[src/design/iafp_pkg.sv]
// Package: shared constants and types for the IMU angle frame parser.
`default_nettype none

package iafp_pkg;

   localparam int unsigned ByteWidth   = 8;
   localparam int unsigned WordWidth   = 16;
   localparam int unsigned PosWidth    = 4;
   localparam int unsigned NumWords    = 4;
   localparam int unsigned NumData     = 2 * NumWords;
   localparam int unsigned DataIdxW    = $clog2(NumData);
   localparam int unsigned QueueDepth  = 2;
   localparam int unsigned QueuePtrW   = $clog2(QueueDepth);
   localparam int unsigned QueueCntW   = $clog2(QueueDepth + 1);

   localparam logic [ByteWidth-1:0] HeaderByte = 8'h55;
   localparam logic [ByteWidth-1:0] TypeByte   = 8'h53;

   // Frame positions: header, type, data bytes, checksum
   localparam logic [PosWidth-1:0] PosHeader   = 4'd0;
   localparam logic [PosWidth-1:0] PosType     = 4'd1;
   localparam logic [PosWidth-1:0] PosFirstDat = 4'd2;
   localparam logic [PosWidth-1:0] PosChecksum = 4'd10;

   // One completed frame as handed from the front to the back
   typedef struct packed {
      logic                                  type_ok;
      logic                                  sum_ok;
      logic [NumData-1:0][ByteWidth-1:0]     data;
   } frame_rec_type;

   // Queue occupancy seen by both sides
   typedef struct packed {
      logic full;
      logic empty;
   } queue_status_type;

endpackage : iafp_pkg

`default_nettype wire

[src/design/iafp_front.sv]
// Front end: accepts bytes, tracks frame position and checksum, builds frame records.
`default_nettype none

module iafp_front
   import iafp_pkg::*;
(
   input  wire logic                  clock,
   input  wire logic                  reset,
   input  wire logic                  req_valid,
   input  wire logic [ByteWidth-1:0]  req_rx_byte,
   input  wire queue_status_type      queue_status,
   output logic                       req_stall,
   output logic                       push,
   output frame_rec_type              push_rec
);

   logic [PosWidth-1:0]             pos_ff, pos_in;
   logic [ByteWidth-1:0]            sum_ff, sum_in;
   logic                            type_ok_ff, type_ok_in;
   logic [NumData-1:0][ByteWidth-1:0] data_ff;
   logic [PosWidth-1:0]             pos_eff;
   logic [PosWidth-1:0]             data_off;
   logic                            accept;
   logic                            data_wr;

   // Hold the byte side off while no queue slot is free
   assign req_stall = queue_status.full;
   assign accept    = req_valid && !req_stall;

   // Treat an out-of-range position as the start of a frame
   assign pos_eff  = (pos_ff > PosChecksum) ? PosHeader : pos_ff;
   assign data_off = pos_eff - PosFirstDat;
   assign data_wr  = accept && (pos_eff >= PosFirstDat) && (pos_eff < PosChecksum);

   // Advance position and running sum per accepted byte
   always_comb begin
      pos_in     = pos_ff;
      sum_in     = sum_ff;
      type_ok_in = type_ok_ff;
      push       = 1'b0;
      if (accept) begin
         if (pos_eff == PosHeader) begin
            // drop anything but the header byte while idle
            if (req_rx_byte == HeaderByte) begin
               pos_in = PosType;
               sum_in = req_rx_byte;
            end else begin
               pos_in = PosHeader;
               sum_in = 8'd0;
            end
         end else if (pos_eff == PosChecksum) begin
            push   = 1'b1;
            pos_in = PosHeader;
            sum_in = 8'd0;
         end else begin
            sum_in = sum_ff + req_rx_byte;
            pos_in = pos_eff + 4'd1;
            if (pos_eff == PosType) begin
               type_ok_in = (req_rx_byte == TypeByte);
            end
         end
      end
   end

   always_ff @(posedge clock) begin
      if (reset) begin
         pos_ff     <= PosHeader;
         sum_ff     <= 8'd0;
         type_ok_ff <= 1'b0;
      end else begin
         pos_ff     <= pos_in;
         sum_ff     <= sum_in;
         type_ok_ff <= type_ok_in;
      end
   end

   // Store the eight data bytes at their slots
   always_ff @(posedge clock) begin
      if (data_wr) begin
         data_ff[data_off[DataIdxW-1:0]] <= req_rx_byte;
      end
   end

   // Frame record pushed with the checksum byte
   always_comb begin
      push_rec.type_ok = type_ok_ff;
      push_rec.sum_ok  = (sum_ff == req_rx_byte);
      push_rec.data    = data_ff;
   end

endmodule : iafp_front

`default_nettype wire

[src/design/iafp_queue.sv]
// Two-entry queue of frame records between front and back.
`default_nettype none

module iafp_queue
   import iafp_pkg::*;
(
   input  wire logic              clock,
   input  wire logic              reset,
   input  wire logic              push,
   input  wire frame_rec_type     push_rec,
   input  wire logic              pop,
   output frame_rec_type          pop_rec,
   output queue_status_type       status
);

   frame_rec_type               entry_ff [QueueDepth];
   logic [QueuePtrW-1:0]        wr_ptr_ff, wr_ptr_in;
   logic [QueuePtrW-1:0]        rd_ptr_ff, rd_ptr_in;
   logic [QueueCntW-1:0]        count_ff, count_in;
   logic                        do_push, do_pop;

   assign status.full  = (count_ff == QueueCntW'(QueueDepth));
   assign status.empty = (count_ff == '0);
   assign do_push      = push && !status.full;
   assign do_pop       = pop && !status.empty;
   assign pop_rec      = entry_ff[rd_ptr_ff];

   // Advance pointers and occupancy
   always_comb begin
      wr_ptr_in = do_push ? wr_ptr_ff + 1'b1 : wr_ptr_ff;
      rd_ptr_in = do_pop ? rd_ptr_ff + 1'b1 : rd_ptr_ff;
      count_in  = count_ff;
      if (do_push && !do_pop) begin
         count_in = count_ff + 1'b1;
      end else if (do_pop && !do_push) begin
         count_in = count_ff - 1'b1;
      end
   end

   always_ff @(posedge clock) begin
      if (reset) begin
         wr_ptr_ff <= '0;
         rd_ptr_ff <= '0;
         count_ff  <= '0;
      end else begin
         wr_ptr_ff <= wr_ptr_in;
         rd_ptr_ff <= rd_ptr_in;
         count_ff  <= count_in;
      end
   end

   always_ff @(posedge clock) begin
      if (do_push) begin
         entry_ff[wr_ptr_ff] <= push_rec;
      end
   end

endmodule : iafp_queue

`default_nettype wire

[src/design/iafp_back.sv]
// Back end: checks frame records and drives the registered result stage.
`default_nettype none

module iafp_back
   import iafp_pkg::*;
(
   input  wire logic                  clock,
   input  wire logic                  reset,
   input  wire frame_rec_type         pop_rec,
   input  wire queue_status_type      queue_status,
   output logic                       pop,
   input  wire logic                  rsp_stall,
   output logic                       rsp_valid,
   output logic signed [WordWidth-1:0] rsp_roll_raw,
   output logic signed [WordWidth-1:0] rsp_pitch_raw,
   output logic signed [WordWidth-1:0] rsp_yaw_raw,
   output logic signed [WordWidth-1:0] rsp_fourth_word_raw
);

   logic                              valid_ff, valid_in;
   logic [NumWords-1:0][WordWidth-1:0] word_ff;
   logic                              slot_free;
   logic                              load;

   // Take a record whenever the result register is empty or draining
   assign slot_free = !valid_ff || !rsp_stall;
   assign pop       = slot_free && !queue_status.empty;
   assign load      = pop && pop_rec.type_ok && pop_rec.sum_ok;

   always_comb begin
      valid_in = valid_ff;
      if (slot_free) begin
         valid_in = load;
      end
   end

   always_ff @(posedge clock) begin
      if (reset) begin
         valid_ff <= 1'b0;
      end else begin
         valid_ff <= valid_in;
      end
   end

   // Assemble little-endian words from byte pairs
   always_ff @(posedge clock) begin
      if (load) begin
         for (int w = 0; w < NumWords; w++) begin
            word_ff[w] <= {pop_rec.data[2*w+1], pop_rec.data[2*w]};
         end
      end
   end

   assign rsp_valid           = valid_ff;
   assign rsp_roll_raw        = $signed(word_ff[0]);
   assign rsp_pitch_raw       = $signed(word_ff[1]);
   assign rsp_yaw_raw         = $signed(word_ff[2]);
   assign rsp_fourth_word_raw = $signed(word_ff[3]);

endmodule : iafp_back

`default_nettype wire

[src/design/imu_angle_frame_parser_unit.sv]
// Usage:
//   Byte channel (req_): one received serial byte per accepted item, up to one
//   per cycle. Bytes other than 0x55 are dropped while no frame is open; an
//   11-byte frame whose type byte is 0x53 and whose checksum matches yields
//   one result item on the rsp_ channel with roll, pitch, yaw and the fourth
//   word as signed 16-bit values in 0.01 degree units.
//   The result is registered: a frame record enters the record queue when the
//   checksum byte is accepted, and from there moves into the result register.
//   Throughput: one byte per cycle while req_stall is low, set by the front
//   end's position counter and running checksum, which take one byte each cycle.
//   A two-entry queue of completed frames sits between the front end and the
//   result register, so bytes keep flowing while a result waits.
//   When the receiver stalls, the result holds; once the queue is full,
//   req_stall rises and holds off further bytes until a slot frees.
//   Reset (synchronous, active high) returns to idle with no frame open,
//   clears the checksum and empties the queue; no result is valid after it.
`default_nettype none

module imu_angle_frame_parser_unit
   import iafp_pkg::*;
(
   input  wire logic                   clock,
   input  wire logic                   reset,
   input  wire logic                   req_valid,
   output logic                        req_stall,
   input  wire logic [ByteWidth-1:0]   req_rx_byte,
   output logic                        rsp_valid,
   input  wire logic                   rsp_stall,
   output logic signed [WordWidth-1:0] rsp_roll_raw,
   output logic signed [WordWidth-1:0] rsp_pitch_raw,
   output logic signed [WordWidth-1:0] rsp_yaw_raw,
   output logic signed [WordWidth-1:0] rsp_fourth_word_raw
);

   logic              push;
   logic              pop;
   frame_rec_type     push_rec;
   frame_rec_type     pop_rec;
   queue_status_type  queue_status;

   iafp_front u_front (
      .clock        (clock),
      .reset        (reset),
      .req_valid    (req_valid),
      .req_rx_byte  (req_rx_byte),
      .queue_status (queue_status),
      .req_stall    (req_stall),
      .push         (push),
      .push_rec     (push_rec)
   );

   iafp_queue u_queue (
      .clock    (clock),
      .reset    (reset),
      .push     (push),
      .push_rec (push_rec),
      .pop      (pop),
      .pop_rec  (pop_rec),
      .status   (queue_status)
   );

   iafp_back u_back (
      .clock               (clock),
      .reset               (reset),
      .pop_rec             (pop_rec),
      .queue_status        (queue_status),
      .pop                 (pop),
      .rsp_stall           (rsp_stall),
      .rsp_valid           (rsp_valid),
      .rsp_roll_raw        (rsp_roll_raw),
      .rsp_pitch_raw       (rsp_pitch_raw),
      .rsp_yaw_raw         (rsp_yaw_raw),
      .rsp_fourth_word_raw (rsp_fourth_word_raw)
   );

   // A completed frame is never pushed into a full queue
   a_no_overflow : assert property (@(posedge clock) disable iff (reset)
      !(push && queue_status.full))
      else $error("frame record pushed into full queue");

   // A pushed frame is waiting in the queue on the next cycle
   a_push_lands : assert property (@(posedge clock) disable iff (reset)
      push |=> !queue_status.empty)
      else $error("pushed frame record missing from queue");

   // No result is valid right after reset
   a_reset_idle : assert property (@(posedge clock)
      reset |=> !rsp_valid)
      else $error("result valid after reset");

endmodule : imu_angle_frame_parser_unit

`default_nettype wire

[config.mk]
export PLATFORM = sky130hd
export DESIGN_NAME = imu_angle_frame_parser_unit
export DESIGN_NICKNAME = d
export VERILOG_FILES = /design/src/design/iafp_pkg.sv /design/src/design/iafp_front.sv /design/src/design/iafp_queue.sv /design/src/design/iafp_back.sv /design/src/design/imu_angle_frame_parser_unit.sv
export SDC_FILE = /design/constraint.sdc
export NUM_CORES = 1
export LEC_CHECK = 0
export BUFFER_PORTS_ARGS = -buffer_cell sky130_fd_sc_hd__buf_2
export CAP_MARGIN = 20
export CORE_UTILIZATION = 30
export DETAILED_ROUTE_END_ITERATION = 8
export GPL_ROUTABILITY_DRIVEN = 0
export REMOVE_ABC_BUFFERS = 1
export SETUP_SLACK_MARGIN = 0.05
export SYNTH_ARGS = -nofsm -noshare
export SYNTH_HDL_FRONTEND = slang
export SYNTH_SLANG_ARGS = --single-unit
[constraint.sdc]
create_clock -name clock -period 7.4 [get_ports clock]
set_clock_uncertainty 0.2 [all_clocks]
set_input_delay 1.48 -clock clock [delete_from_list [all_inputs] [get_ports clock]]
set_output_delay 1.48 -clock clock [all_outputs]
set_load 0.05 [all_outputs]
==> results.md <==
* Critical Path End Type: flip-flop
* Most used flip-flop cell after synthesis: edfxtp_1
* Pin count of the biggest net entering global routing at 65
* Most common library cells after synthesis: 260 x edfxtp_1, 64 x mux2_2, 20 x nor2_1, 19 x dfxtp_1, 12 x nand2_1
* Placement Setup Slack at between 3 and 4 ns
* Number of standard cells in the final layout excluding fillers at roughly 1100
* Top cell type by total area after synthesis: edfxtp_1
* Worst reg2reg path endpoint: u_queue.entry_ff[1][2]
* Leakage power of the design at about 3.9 nW
* Highest fanout seen on the critical path at 10
* Die Height at roughly 180 µm
* GRT overflow at 0
* DR DRC count at 0
* Vias at approximately 4600
* Area share of the largest cell type after synthesis at 0.784
* Number of standard cells after synthesis at between 400 and 500
* Number of design-rule violations left by the first detailed-router iteration at 290
* Final Worst Setup Slack at 4.14 ns
* Global routing usage summed across all routing layers at 0.101
* Number of antenna violations at the first check in global routing at 2
* Number of distinct library cell variants in the gate-level netlist after synthesis at 51
* TritonCTS clock tree: done
* Most numerous cell in the Yosys netlist: edfxtp_1
* Number of warning messages in the yosys log at 0
* Final count of pins violating max slew at 0
* Startpoint of the worst-slack reg-to-reg timing path: u_front.pos_ff[3]
* CP delay by family, top: adder cells
* Clk pwr share at 0.432
* Number of synthesized flops with an enable pin at 260
* Reg clk slew, reported paths at approximately 0.060 ns
* Average footprint of a synthesized cell at 20.2 µm²
* Number of buffers inserted by post-CTS setup repair at 0
* Outcome: completed
* Number of max-cap violations at 0
* Global-route wire length before repair at 26100 µm
* Min Tclk post-route at 3.26 ns
* NetSw at around 0.00057 W
* Hold path startpoint: u_front.push_rec[61]
* Worst Hold Path Cells at 0
* CORE AREA at 32600 µm²
* Normalized max-slew margin at 0.405
* Synthesized flop and latch total at approximately 280
* CTS H-Tree Depth at 1
* Total iterations of the first detailed-routing run at 4
* Fraction of the yosys area taken by sequential cells at 0.822
* Clock buffers created by TritonCTS at 27
* I/O pins at 78
* Number of cells upsized or downsized after cts at 0
* Antenna violation net count after detailed routing at 0
* Number of failing hold endpoints at the final stage at 0
* Cell Int Power at between 0.002 and 0.003 W
* Master cell of the clock root buffer: clkbuf_16
* Number of buffer and inverter instances along the worst setup path at 1
* Die width at between 150 and 200 µm
* Vias/cell at approximately 4.3
* Placed wire-length estimate after detailed placement at 10500 µm
* Wirelength per Cell at around 16 µm
* Portion of total power attributed to combinational logic at 0.017
* Worst skew pair latency at between 0.5 and 0.6 ns
* Chain of cells forming the critical path: buf_2, ha_1, fa_1, a211oi_2, o21bai_1, a21oi_2, and4bb_1, or3_1
* Switching Share at 0.182
* Portion of total power attributed to sequential cells at 0.551
* Layout area overhead at 18.3%
* Net total in the final layout at 617
* R2R depth at 5
* Num rows at 66
* Maximum number of buffers from clock root to sink at 3
* Post-cts hold buffer count at 0
* Transition at the pin with the smallest max-transition slack at ~0.9 ns
* Classification of the worst-slack hold path: flip-flop to flip-flop
* Cell types occupying the most area after synthesis: edfxtp_1 78%, mux2_2 7.2%, dfxtp_1 3.8%, ha_1 1.1%, nor2_1 0.75%
* Max IR drop VDD at 134 µV
* Cell with the largest stage delay on the worst path: fa_1
* Max Clk Rate at between 0.3 and 0.4 GHz
* Hold WS at between 0.2 and 0.25 ns
* Total power divided by cell area at roughly 260 nW/µm²
* Critical path data required time at between 7 and 8 ns
* Initial core utilization at 0.305
* Proportion of layout cells with a drive suffix above 1 at 0.335
* Critical path start-end classification: input pin to flip-flop
* Signal arrival time at the worst endpoint at 3.46 ns
* Sort of element at the start of the critical path: input pin
* Post-synth design cell area at about 10000 µm²
* Final number of setup-violating endpoints at 0
* Cell count after placement at roughly 1000
* Hold path endpoint: u_queue.entry_ff[0][61]
* Via count of the first global-routing pass at about 4600
* Number of clock sinks at 279
* Fin crit share at 0.441
* Number of port buffers at a little under 80
* RSZ-0062 raised after global routing: no
* Share of flip-flops with an asynchronous set or reset at 0
* Routed wire length at 17200 µm
* Largest incremental delay on the critical path at around 0.44 ns
* Die footprint at 33900 µm²
* Final sum of negative setup slack at 0 ns
* Slack of the worst reg-to-reg path at 4.48 ns
[power groups by stage]
stage	combinational [W]	clock, W	sequential [W]
after CTS	0.0000525	0.00138	0.00171
after global routing	0.0000571	0.00143	0.00171
after global placement	0.0000514	0	0.00174
after detailed placement	0.0000526	0	0.00174
after floorplan	0.0000281	0	0.00174
final	0.0000516	0.00134	0.00171
[sequential cells by signal, summed over array words and instances (netlist names), named ones only]
| register | cells |
|---|---|
| u_back.rsp_yaw_raw | 16 |
| u_back.rsp_pitch_raw | 16 |
| u_queue.rd_ptr_ff | 1 |
| u_back.rsp_valid | 1 |
| u_front.sum_ff | 8 |
| u_front.push_rec | 64 |
| u_back.rsp_roll_raw | 16 |
| u_front.type_ok_ff | 1 |
| u_front.pos_ff | 4 |
| u_queue.entry_ff | 132 |
| u_back.rsp_fourth_word_raw | 16 |
| u_queue.wr_ptr_ff | 1 |
| u_queue.count_ff | 2 |
[layout by cell type (no fill, tap or decap), drive strengths merged, types with 2 or more instances in the layout]
master  Yosys  routed
nand2b      2       2
nand3       4       4
nor3b       4       4
clkbuf      6      38
nor4        2       2
ha          9       9
and2b       2       2
buf         7      86
dfxtp      19      19
and2        2       2
nand3b      2       2
a211oi      6       6
inv         5       6
clkinv      1       5
a21o        3       3
or3         2       2
a21oi      12      12
nor2       20      20
o21ai       8       8
edfxtp    260     260
o211ai      5       5
mux2       64      64
xnor2       3       3
nor3        7       7
xor2        5       5
bufinv      0       3
nand2      13      13
a22oi       4       4
[worst register-to-register path, delay by kind of cell, from the launching register on]
family	cells	cell delay (ns)
and+or+nand+nor	4	1.14
DFF	1	0.50
buffers and inverters	1	0.66
[cells by family (layout without fill, tap and decap cells)]
kind of cell	Yosys count	in the layout	share of synthesized area
AOI/OAI and AO/OA	45	45	0.0364
xor gates and xnor gates	8	8	0.00704
adders and majority gates	10	10	0.0133
buffers and inverters	19	138	0.00980
DFF	279	279	0.822
muxes	65	65	0.0734
other	0	1	0
and+or+nand+nor	67	67	0.0376
[routing by layer]
layer / track usage / vias up / part of all wire
li1: - / 2135 / -
met2: 0.167 / 89 / 0.48
met3: 0.0261 / 28 / 0.056
met1: 0.131 / 2302 / 0.45
met5: 0 / - / 0.00076
met4: 0.0290 / 2 / 0.019
[layout make-up]
cell class	instances	area, µm²
clock inverters	8	116
fillers	3032	20800
well taps	442	553
clock buffers	38	757
multi-input cells	195	1690
flip-flops and latches	279	8190
repair buffers	86	448
inverters	6	27.5
diodes	1	2.50
[worst max-delay path by stage]
stage | slack (ns) | depth (start not counted) | from | to
after floorplan | 0.54 | 2 | req_valid | u_queue.entry_ff[0][0]
after detailed placement | 3.60 | 8 | req_rx_byte[0] | u_front.sum_ff[6]
after global placement | 3.63 | 8 | req_rx_byte[0] | u_front.sum_ff[6]
final | 4.14 | 8 | req_rx_byte[0] | u_front.sum_ff[6]
after global routing | 4.02 | 8 | req_rx_byte[0] | u_front.sum_ff[6]
after CTS | 4.13 | 8 | req_rx_byte[0] | u_front.sum_ff[6]
[stage by stage]
| step | total power [W] | utilization | area, µm² |
|---|---|---|---|
| final | 0.00310 | 0.361 | 11800 |
| after floorplan | 0.00177 | - | 9890 |
| after detailed placement | 0.00180 | 0.334 | 10900 |
| after global placement | 0.00179 | 0.334 | 10900 |
| after global routing | 0.00320 | 0.361 | 11800 |
| after CTS | 0.00314 | 0.361 | 11800 |
(Power assumes the default switching activity.)
